==> src/hdl/sha1s_pkg.sv <==
// Shared types, constants and helper functions for the SHA-1 stream hasher.
`timescale 1ns / 1ps

package sha1s_pkg;

    localparam int unsigned WORD_W      = 32;
    localparam int unsigned HASH_WORDS  = 5;
    localparam int unsigned BLOCK_BYTES = 64;
    localparam int unsigned ROUNDS      = 80;
    localparam int unsigned ROUND_W     = 7;
    localparam int unsigned FILL_W      = 6;
    localparam int unsigned IDX_W       = 3;
    localparam int unsigned LEN_W       = 64;

    localparam logic [7:0] PAD_BYTE = 8'h80;
    localparam logic [FILL_W-1:0] LEN_FILL  = 6'd56;
    localparam logic [FILL_W-1:0] LAST_FILL = 6'd63;
    localparam logic [ROUND_W-1:0] LAST_ROUND = 7'd79;
    localparam logic [IDX_W-1:0] LAST_IDX = 3'd4;

    localparam logic [WORD_W-1:0] IV [HASH_WORDS] = '{
        32'h67452301, 32'hEFCDAB89, 32'h98BADCFE, 32'h10325476, 32'hC3D2E1F0
    };

    localparam logic [WORD_W-1:0] K0 = 32'h5A827999;
    localparam logic [WORD_W-1:0] K1 = 32'h6ED9EBA1;
    localparam logic [WORD_W-1:0] K2 = 32'h8F1BBCDC;
    localparam logic [WORD_W-1:0] K3 = 32'hCA62C1D6;

    typedef enum logic [2:0] {
        ST_IDLE,
        ST_PAD,
        ST_ROUND,
        ST_ADD,
        ST_EMIT
    } state_t;

    // working variables of the compression
    typedef struct packed {
        logic [WORD_W-1:0] a;
        logic [WORD_W-1:0] b;
        logic [WORD_W-1:0] c;
        logic [WORD_W-1:0] d;
        logic [WORD_W-1:0] e;
    } work_t;

    // schedule window taps w[t], w[t+2], w[t+8], w[t+13]
    typedef struct packed {
        logic [WORD_W-1:0] w0;
        logic [WORD_W-1:0] w2;
        logic [WORD_W-1:0] w8;
        logic [WORD_W-1:0] w13;
    } taps_t;

    function automatic logic [WORD_W-1:0] rotl1(input logic [WORD_W-1:0] v);
        rotl1 = {v[WORD_W-2:0], v[WORD_W-1]};
    endfunction

    function automatic logic [WORD_W-1:0] rotl5(input logic [WORD_W-1:0] v);
        rotl5 = {v[WORD_W-6:0], v[WORD_W-1:WORD_W-5]};
    endfunction

    function automatic logic [WORD_W-1:0] rotl30(input logic [WORD_W-1:0] v);
        rotl30 = {v[1:0], v[WORD_W-1:2]};
    endfunction

endpackage

==> src/hdl/sha1_stream_hasher.sv <==
// Top level of the SHA-1 stream hasher: byte intake, padding sequencer, chaining state.
`timescale 1ns / 1ps
// Byte: the 64th byte of a block holds s_tready low through the round states and the
//   chaining add (ST_ROUND, then ST_ADD).
// Blocks: no new byte is taken until the single round unit has finished the last block.
// Finish: 9 to 72 pad and length bytes, one per cycle outside the compressions, one or two
//   compressions, then five digest words; s_tready stays low until the last word is taken.
// Reset (aresetn low, synchronous): initial chaining words, zero fill and count, idle.

module sha1_stream_hasher (
    input  logic        aclk,
    input  logic        aresetn,

    input  logic        s_tvalid,
    output logic        s_tready,
    input  logic [7:0]  s_tdata,   // [7:0] data_byte
    input  logic [0:0]  s_tuser,   // [0] cmd: 0 byte, 1 finish

    output logic        m_tvalid,
    input  logic        m_tready,
    output logic [31:0] m_tdata,   // [31:0] digest_word
    output logic [2:0]  m_tuser,   // [2:0] word_index
    output logic        m_tlast    // last_word
);

    localparam int unsigned WIN_W = sha1s_pkg::BLOCK_BYTES * 8;
    localparam int unsigned W     = sha1s_pkg::WORD_W;

    sha1s_pkg::state_t state_reg, state_next;

    // 512-bit window: gathers bytes (first byte ends on top), then serves as the
    // 16-word schedule shift line during the rounds
    logic [WIN_W-1:0] win_reg, win_next;

    logic [W-1:0]                       h_reg   [sha1s_pkg::HASH_WORDS];
    logic [W-1:0]                       h_next  [sha1s_pkg::HASH_WORDS];
    sha1s_pkg::work_t                   work_reg, work_next, work_rnd;
    logic [sha1s_pkg::ROUND_W-1:0]      rnd_reg, rnd_next;
    logic [sha1s_pkg::FILL_W-1:0]       fill_reg, fill_next;
    logic [sha1s_pkg::LEN_W-1:0]        count_reg, count_next;
    logic [sha1s_pkg::LEN_W-1:0]        len_reg, len_next;
    logic [sha1s_pkg::IDX_W-1:0]        idx_reg, idx_next;
    logic                               fin_reg, fin_next;        // finishing a message
    logic                               pad_first_reg, pad_first_next;
    logic                               len_phase_reg, len_phase_next;

    logic                               push;
    logic [7:0]                         push_byte;
    logic                               len_now;
    sha1s_pkg::taps_t                   taps;
    logic [W-1:0]                       sched_word;

    assign taps.w0  = win_reg[WIN_W-1        -: W];
    assign taps.w2  = win_reg[WIN_W-1 - 2*W  -: W];
    assign taps.w8  = win_reg[WIN_W-1 - 8*W  -: W];
    assign taps.w13 = win_reg[WIN_W-1 - 13*W -: W];

    sha1s_round u_round (
        .work_in    (work_reg),
        .taps       (taps),
        .rnd        (rnd_reg),
        .work_out   (work_rnd),
        .sched_word (sched_word)
    );

    assign len_now = len_phase_reg || (fill_reg == sha1s_pkg::LEN_FILL && !pad_first_reg);

    assign m_tvalid = (state_reg == sha1s_pkg::ST_EMIT);
    assign m_tdata  = h_reg[idx_reg];
    assign m_tuser  = idx_reg;
    assign m_tlast  = (idx_reg == sha1s_pkg::LAST_IDX);

    always_comb begin
        state_next     = state_reg;
        win_next       = win_reg;
        h_next         = h_reg;
        work_next      = work_reg;
        rnd_next       = rnd_reg;
        fill_next      = fill_reg;
        count_next     = count_reg;
        len_next       = len_reg;
        idx_next       = idx_reg;
        fin_next       = fin_reg;
        pad_first_next = pad_first_reg;
        len_phase_next = len_phase_reg;
        s_tready       = 1'b0;
        push           = 1'b0;
        push_byte      = 8'h00;

        case (state_reg)
            sha1s_pkg::ST_IDLE: begin
                s_tready = 1'b1;
                if (s_tvalid) begin
                    if (s_tuser[0]) begin
                        len_next       = {count_reg[sha1s_pkg::LEN_W-4:0], 3'b000};
                        fin_next       = 1'b1;
                        pad_first_next = 1'b1;
                        len_phase_next = 1'b0;
                        state_next     = sha1s_pkg::ST_PAD;
                    end else begin
                        push       = 1'b1;
                        push_byte  = s_tdata;
                        count_next = count_reg + 64'd1;
                    end
                end
            end
            sha1s_pkg::ST_PAD: begin
                push = 1'b1;
                if (pad_first_reg) begin
                    push_byte      = sha1s_pkg::PAD_BYTE;
                    pad_first_next = 1'b0;
                end else if (len_now) begin
                    push_byte      = len_reg[sha1s_pkg::LEN_W-1 -: 8];
                    len_next       = {len_reg[sha1s_pkg::LEN_W-9:0], 8'h00};
                    len_phase_next = 1'b1;
                end
            end
            sha1s_pkg::ST_ROUND: begin
                work_next = work_rnd;
                win_next  = {win_reg[WIN_W-W-1:0], sched_word};
                rnd_next  = rnd_reg + 7'd1;
                if (rnd_reg == sha1s_pkg::LAST_ROUND) begin
                    state_next = sha1s_pkg::ST_ADD;
                end
            end
            sha1s_pkg::ST_ADD: begin
                h_next[0] = h_reg[0] + work_reg.a;
                h_next[1] = h_reg[1] + work_reg.b;
                h_next[2] = h_reg[2] + work_reg.c;
                h_next[3] = h_reg[3] + work_reg.d;
                h_next[4] = h_reg[4] + work_reg.e;
                if (!fin_reg) begin
                    state_next = sha1s_pkg::ST_IDLE;
                end else if (len_phase_reg) begin
                    idx_next   = '0;
                    state_next = sha1s_pkg::ST_EMIT;
                end else begin
                    state_next = sha1s_pkg::ST_PAD;
                end
            end
            sha1s_pkg::ST_EMIT: begin
                if (m_tready) begin
                    idx_next = idx_reg + 3'd1;
                    if (idx_reg == sha1s_pkg::LAST_IDX) begin
                        h_next     = sha1s_pkg::IV;
                        count_next = '0;
                        fin_next   = 1'b0;
                        idx_next   = '0;
                        state_next = sha1s_pkg::ST_IDLE;
                    end
                end
            end
            default: begin
                state_next = sha1s_pkg::ST_IDLE;
            end
        endcase

        // common byte path for message and pad bytes
        if (push) begin
            win_next  = {win_reg[WIN_W-9:0], push_byte};
            fill_next = fill_reg + 6'd1;
            if (fill_reg == sha1s_pkg::LAST_FILL) begin
                work_next.a = h_reg[0];
                work_next.b = h_reg[1];
                work_next.c = h_reg[2];
                work_next.d = h_reg[3];
                work_next.e = h_reg[4];
                rnd_next    = '0;
                state_next  = sha1s_pkg::ST_ROUND;
            end
        end
    end

    always_ff @(posedge aclk) begin
        if (!aresetn) begin
            state_reg     <= sha1s_pkg::ST_IDLE;
            h_reg         <= sha1s_pkg::IV;
            rnd_reg       <= '0;
            fill_reg      <= '0;
            count_reg     <= '0;
            idx_reg       <= '0;
            fin_reg       <= 1'b0;
            pad_first_reg <= 1'b0;
            len_phase_reg <= 1'b0;
        end else begin
            state_reg     <= state_next;
            h_reg         <= h_next;
            rnd_reg       <= rnd_next;
            fill_reg      <= fill_next;
            count_reg     <= count_next;
            idx_reg       <= idx_next;
            fin_reg       <= fin_next;
            pad_first_reg <= pad_first_next;
            len_phase_reg <= len_phase_next;
        end
    end

    always_ff @(posedge aclk) begin
        win_reg  <= win_next;
        work_reg <= work_next;
        len_reg  <= len_next;
    end

endmodule

==> src/hdl/sha1s_round.sv <==
// One SHA-1 round and one message schedule step; reused for all 80 rounds.
`timescale 1ns / 1ps

module sha1s_round (
    input  sha1s_pkg::work_t                    work_in,
    input  sha1s_pkg::taps_t                    taps,
    input  logic [sha1s_pkg::ROUND_W-1:0]       rnd,
    output sha1s_pkg::work_t                    work_out,
    output logic [sha1s_pkg::WORD_W-1:0]        sched_word
);

    logic [sha1s_pkg::WORD_W-1:0] f;
    logic [sha1s_pkg::WORD_W-1:0] k;
    logic [sha1s_pkg::WORD_W-1:0] sum;

    always_comb begin
        if (rnd < 7'd20) begin
            f = (work_in.b & work_in.c) | (~work_in.b & work_in.d);
            k = sha1s_pkg::K0;
        end else if (rnd < 7'd40) begin
            f = work_in.b ^ work_in.c ^ work_in.d;
            k = sha1s_pkg::K1;
        end else if (rnd < 7'd60) begin
            f = (work_in.b & work_in.c) | (work_in.b & work_in.d) | (work_in.c & work_in.d);
            k = sha1s_pkg::K2;
        end else begin
            f = work_in.b ^ work_in.c ^ work_in.d;
            k = sha1s_pkg::K3;
        end
        sum = sha1s_pkg::rotl5(work_in.a) + f + work_in.e + k + taps.w0;

        work_out.a = sum;
        work_out.b = work_in.a;
        work_out.c = sha1s_pkg::rotl30(work_in.b);
        work_out.d = work_in.c;
        work_out.e = work_in.d;

        // w[t+16]
        sched_word = sha1s_pkg::rotl1(taps.w13 ^ taps.w8 ^ taps.w2 ^ taps.w0);
    end

endmodule

==> config.mk <==
export PLATFORM = sky130hd
export DESIGN_NAME = sha1_stream_hasher
export DESIGN_NICKNAME = d
export VERILOG_FILES = /design/src/hdl/sha1s_pkg.sv /design/src/hdl/sha1_stream_hasher.sv /design/src/hdl/sha1s_round.sv
export SDC_FILE = /design/constraint.sdc
export NUM_CORES = 2
export LEC_CHECK = 0
export ABC_AREA = 1
export BUFFER_PORTS_ARGS = -buffer_cell sky130_fd_sc_hd__buf_2
export CAP_MARGIN = 20
export CORE_UTILIZATION = 58
export DETAILED_ROUTE_END_ITERATION = 6
export PLACE_DENSITY = 0.77
export RECOVER_POWER = 25
export SLEW_MARGIN = 0
export SYNTH_ARGS = -nofsm -noshare
export SYNTH_HDL_FRONTEND = slang
export SYNTH_SLANG_ARGS = --single-unit
==> constraint.sdc <==
create_clock -name aclk -period 17.1 [get_ports aclk]
set_input_delay 3.42 -clock aclk [delete_from_list [all_inputs] [get_ports aclk]]
set_output_delay 3.42 -clock aclk [all_outputs]
set_load 0.05 [all_outputs]
==> flow_summary_export.csv <==
group,metric,value,unit
status,status,"finished with violations",
status,violations,"DRC, capacitance limit, slew limit",
pwr,p_leak,29.5,nW
synthesis,yosysUniqueCellTypes,57,
pwr,ir_drop,0.105,mV
setup_path,worstPathArrival,10.35,ns
floorplanning,die_area,105000,sq um
clock_network,cts-root-buf,"clkbuf_16",
clock_network,numCtsBuffers,104,
sta,holdWs,0.486,ns
job,cap_violations,12,
clock_network,cts_sinks,976,
synthesis,yosys.area_share.xor_xnor,2.25,%
setup_path,path_common_cell,"clkbuf_1",
drt,wirelength,198000,microns
synthesis,yosysTopAreaCell,"edfxtp_1",
synthesis,ys_seq_elements,976,
global_routing,grt_pass1_vias,50958,
place,numPlacedInstances,9321,
clock_network,h-tree-depth,3,
clock_network,cts_tree,"done",
setup_path,path_buf_inv,5,
drt,firstDrtPassIters,6,
place,io_buffers,50,
synthesis,syn_nets,8517,
synthesis,muxShareOfSynthArea,0,%
sta,setup_viol,0,
global_routing,grt_pass1_wl,298000,microns
setup_path,cp_max_fo,262,
synthesis,synthTopCellsByCount,"nand2_1, inv_1, edfxtp_1",
clock_network,clk_pin_slew_worst_paths,0.06,ns
synthesis,yosysMostFrequentCell,"nand2_1",
synthesis,async_reset_ff_share,0,%
sta,rsz0062_at_grt,"no",
drt,wl_per_cell,20.8,microns
layout,layout-drive-gt1-share,3.45,%
sta,period_minus_slack,9.94,ns
sta,relSlewSlack,-233,%
setup_path,critPathMaxStageDelay,2.90,ns
layout,largest_reg_flops,512,
setup_path,crit_slowest_cell,"clkbuf_1",
setup_path,cpLargestDelayFamily,"buffers and inverters",
synthesis,synth_top_family_by_area,"simple AND/OR/NAND/NOR gates",
min_path,hold_depth,2,
sta,slew_viol_final,827,
synthesis,post_synth_instance_area,60300,sq um
sta,period_share,58.1,%
synthesis,synthCells,8180,
global_routing,antenna_found_initial,8,
layout,area_growth,7.40,%
setup_path,worstSetupPathType,"input pin to flip-flop",
synthesis,synth_area_leaders,"edfxtp_1, nand2_1, dfxtp_1",
layout,nets,8396,
pwr,power_switching,3.60,mW
sta,fin_worst_skew,0.0321,ns
setup_path,required,17.51,ns
floorplanning,placementRows,117,
layout,fin_cells,9518,
floorplanning,ios,51,
drt,drt_iter0_markers,7209,
floorplanning,die_x,324,microns
synthesis,synth.yosys.seq_area_share,41.9,%
setup_path,crit_path_start_kind,"input pin",
sta,finalSetupTns,0,ns
setup_path,worstPathCellList,"clkbuf_1 -> inv_1 -> nand2_1 -> o21ai_0 -> clkbuf_1 -> clkbuf_1 -> buf_12 -> o21ai_0",
place,place_congestion,1.05,
pwr,pwr-share-seq,35.7,%
pwr,p_comb_share,37.7,%
sta,worst_pin_slew,5.00,ns
global_routing,grtUsageTotal,36.6,%
sta,hold_viol_final,0,
drt,antenna_left,0,
synthesis,synth_top_area_share,28.5,%
pwr,power_density,138,nW/um^2
floorplanning,core_area,102000,sq um
clock_network,cts_resized,0,
setup_path,timing.rr.end,"win_reg[10]$_DFFE_PP_",
sta,timing.fmax,101,MHz
floorplanning,initial_core_util,58.9,%
pwr,power.share.switching,40.2,%
synthesis,synth_ff_type,"edfxtp_1",
clock_network,cts_max_path_buffers,3,
pwr,clkPwrFrac,26.6,%
setup_path,rrSetupSlack,8.79,ns
synthesis,synthAdderAreaFrac,8.18,%
setup_path,reg2reg_from,"state_reg[1]$_SDFF_PN0_",
place,dpl.hpwl,143000,microns
setup_path,end_kind,"flip-flop",
setup_path,reg2reg_depth,7,
pwr,internal-power,5.35,mW
global_routing,grt_remaining_overflow,0,
synthesis,yosys_warnings,0,
clock_network,clk_latency,0.73,ns
drt,vias,55610,
clock_network,holdBufCountCts,0,
clock_network,postCtsSetupBuffers,0,
synthesis,synth_edf_count,573,
min_path,hold_class,"flip-flop to flip-flop",
synthesis,synth-compound-area-share,11.2,%
floorplanning,die_height,324,microns
min_path,whs_endpoint,"count_reg[60]$_SDFFE_PN0P_",
min_path,hp-start,"count_reg[60]$_SDFFE_PN0P_",
global_routing,grt_start_max_net_pins,263,
synthesis,synthSimpleGateAreaFrac,28.3,%
drt,vias_per_cell,5.84,
synthesis,avgSynthCellArea,7.37,sq um
drt,drc,4,
final cells by class:
class,instances,area (sq um)
Antenna cell,7,17.5
Clock buffer,146,2980
Clock inverter,44,578
Fill cell,9175,37700
Inverter,945,3560
Multi-Input combinational cell,5948,30100
Sequential cell,976,25300
Tap cell,1368,1710
Timing Repair Buffer,84,528
per-stage QoR:
step	cell area, sq um	setup slack (ns)	util [%]	power (mW)
CTS	64900	10.52	63.3	8.84
finish	64800	7.16	63.2	8.95
global route	64800	6.67	63.2	9.44
floorplan	60300	0.954	-	5.53
detailed placement	61300	10.06	59.8	6.46
global placement	61300	10.13	59.8	6.40
cells by family after synthesis:
group	Yosys count
and+or+nand+nor	4247
xor gates and xnor gates	155
buffers and inverters	1256
adders and majority gates	324
AOI/OAI and AO/OA	1222
DFF	976
worst max path at each step:
stage                             endpoint  cells after the start  slack (ns)                     from
global placement    win_reg[218]$_DFFE_PP_                      8       10.13                  s_tuser
global route        win_reg[459]$_DFFE_PP_                      8        6.67                  s_tuser
detailed placement  win_reg[330]$_DFFE_PP_                      8       10.06                  s_tuser
finish               win_reg[10]$_DFFE_PP_                      8        7.16                  s_tuser
CTS                            m_tdata[23]                      5       10.52  m_tuser[0]$_SDFFE_PN0P_
floorplan             win_reg[0]$_DFFE_PP_                      8        0.95                  s_tuser
cells in the final DEF (no fill, tap or decap), drive strengths merged, types with 7 or more instances in the layout:
master,count
a21boi,28
nor3,82
a221oi,17
and2,15
diode,7
a31oi,71
inv,949
a21oi,477
o21a,7
nand2,3129
buf,70
clkinv,25
o211ai,79
bufinv,10
xnor2,108
o221ai,12
ha,207
xor2,47
nor2,501
o21bai,28
o21ai,468
or2,14
nand3,364
nor4,13
edfxtp,573
nand3b,14
nand4,110
a211oi,24
fa,117
clkbuf,160
dfxtp,403
metal layers:
| layer | track usage [%] | wire [microns] |
|---|---|---|
| met3 | 9.97 | 23700 |
| met2 | 52.8 | 82500 |
| met4 | 14.6 | 8650 |
| met1 | 51.9 | 82600 |
| met5 | 0 | 222 |
worst register-to-register path: stages, from the launching register on:
cell and delay, ns:
dfxtp_1 0.33, inv_1 0.18, nand3_1 0.74, o21ai_0 0.65
clkbuf_1 1.95, clkbuf_1 2.91, buf_12 0.59, o21ai_0 0.66
power by group through the flow:
stage                     clock network, mW  registers [mW]  logic [mW]
after floorplan                           0            3.14        2.39
after global placement                    0            3.21        3.19
after detailed placement                  0            3.21        3.25
after CTS                              2.39            3.17        3.28
after global routing                   2.48            3.20        3.76
final                                  2.38            3.19        3.38
Power figures use the tool's default switching activity.
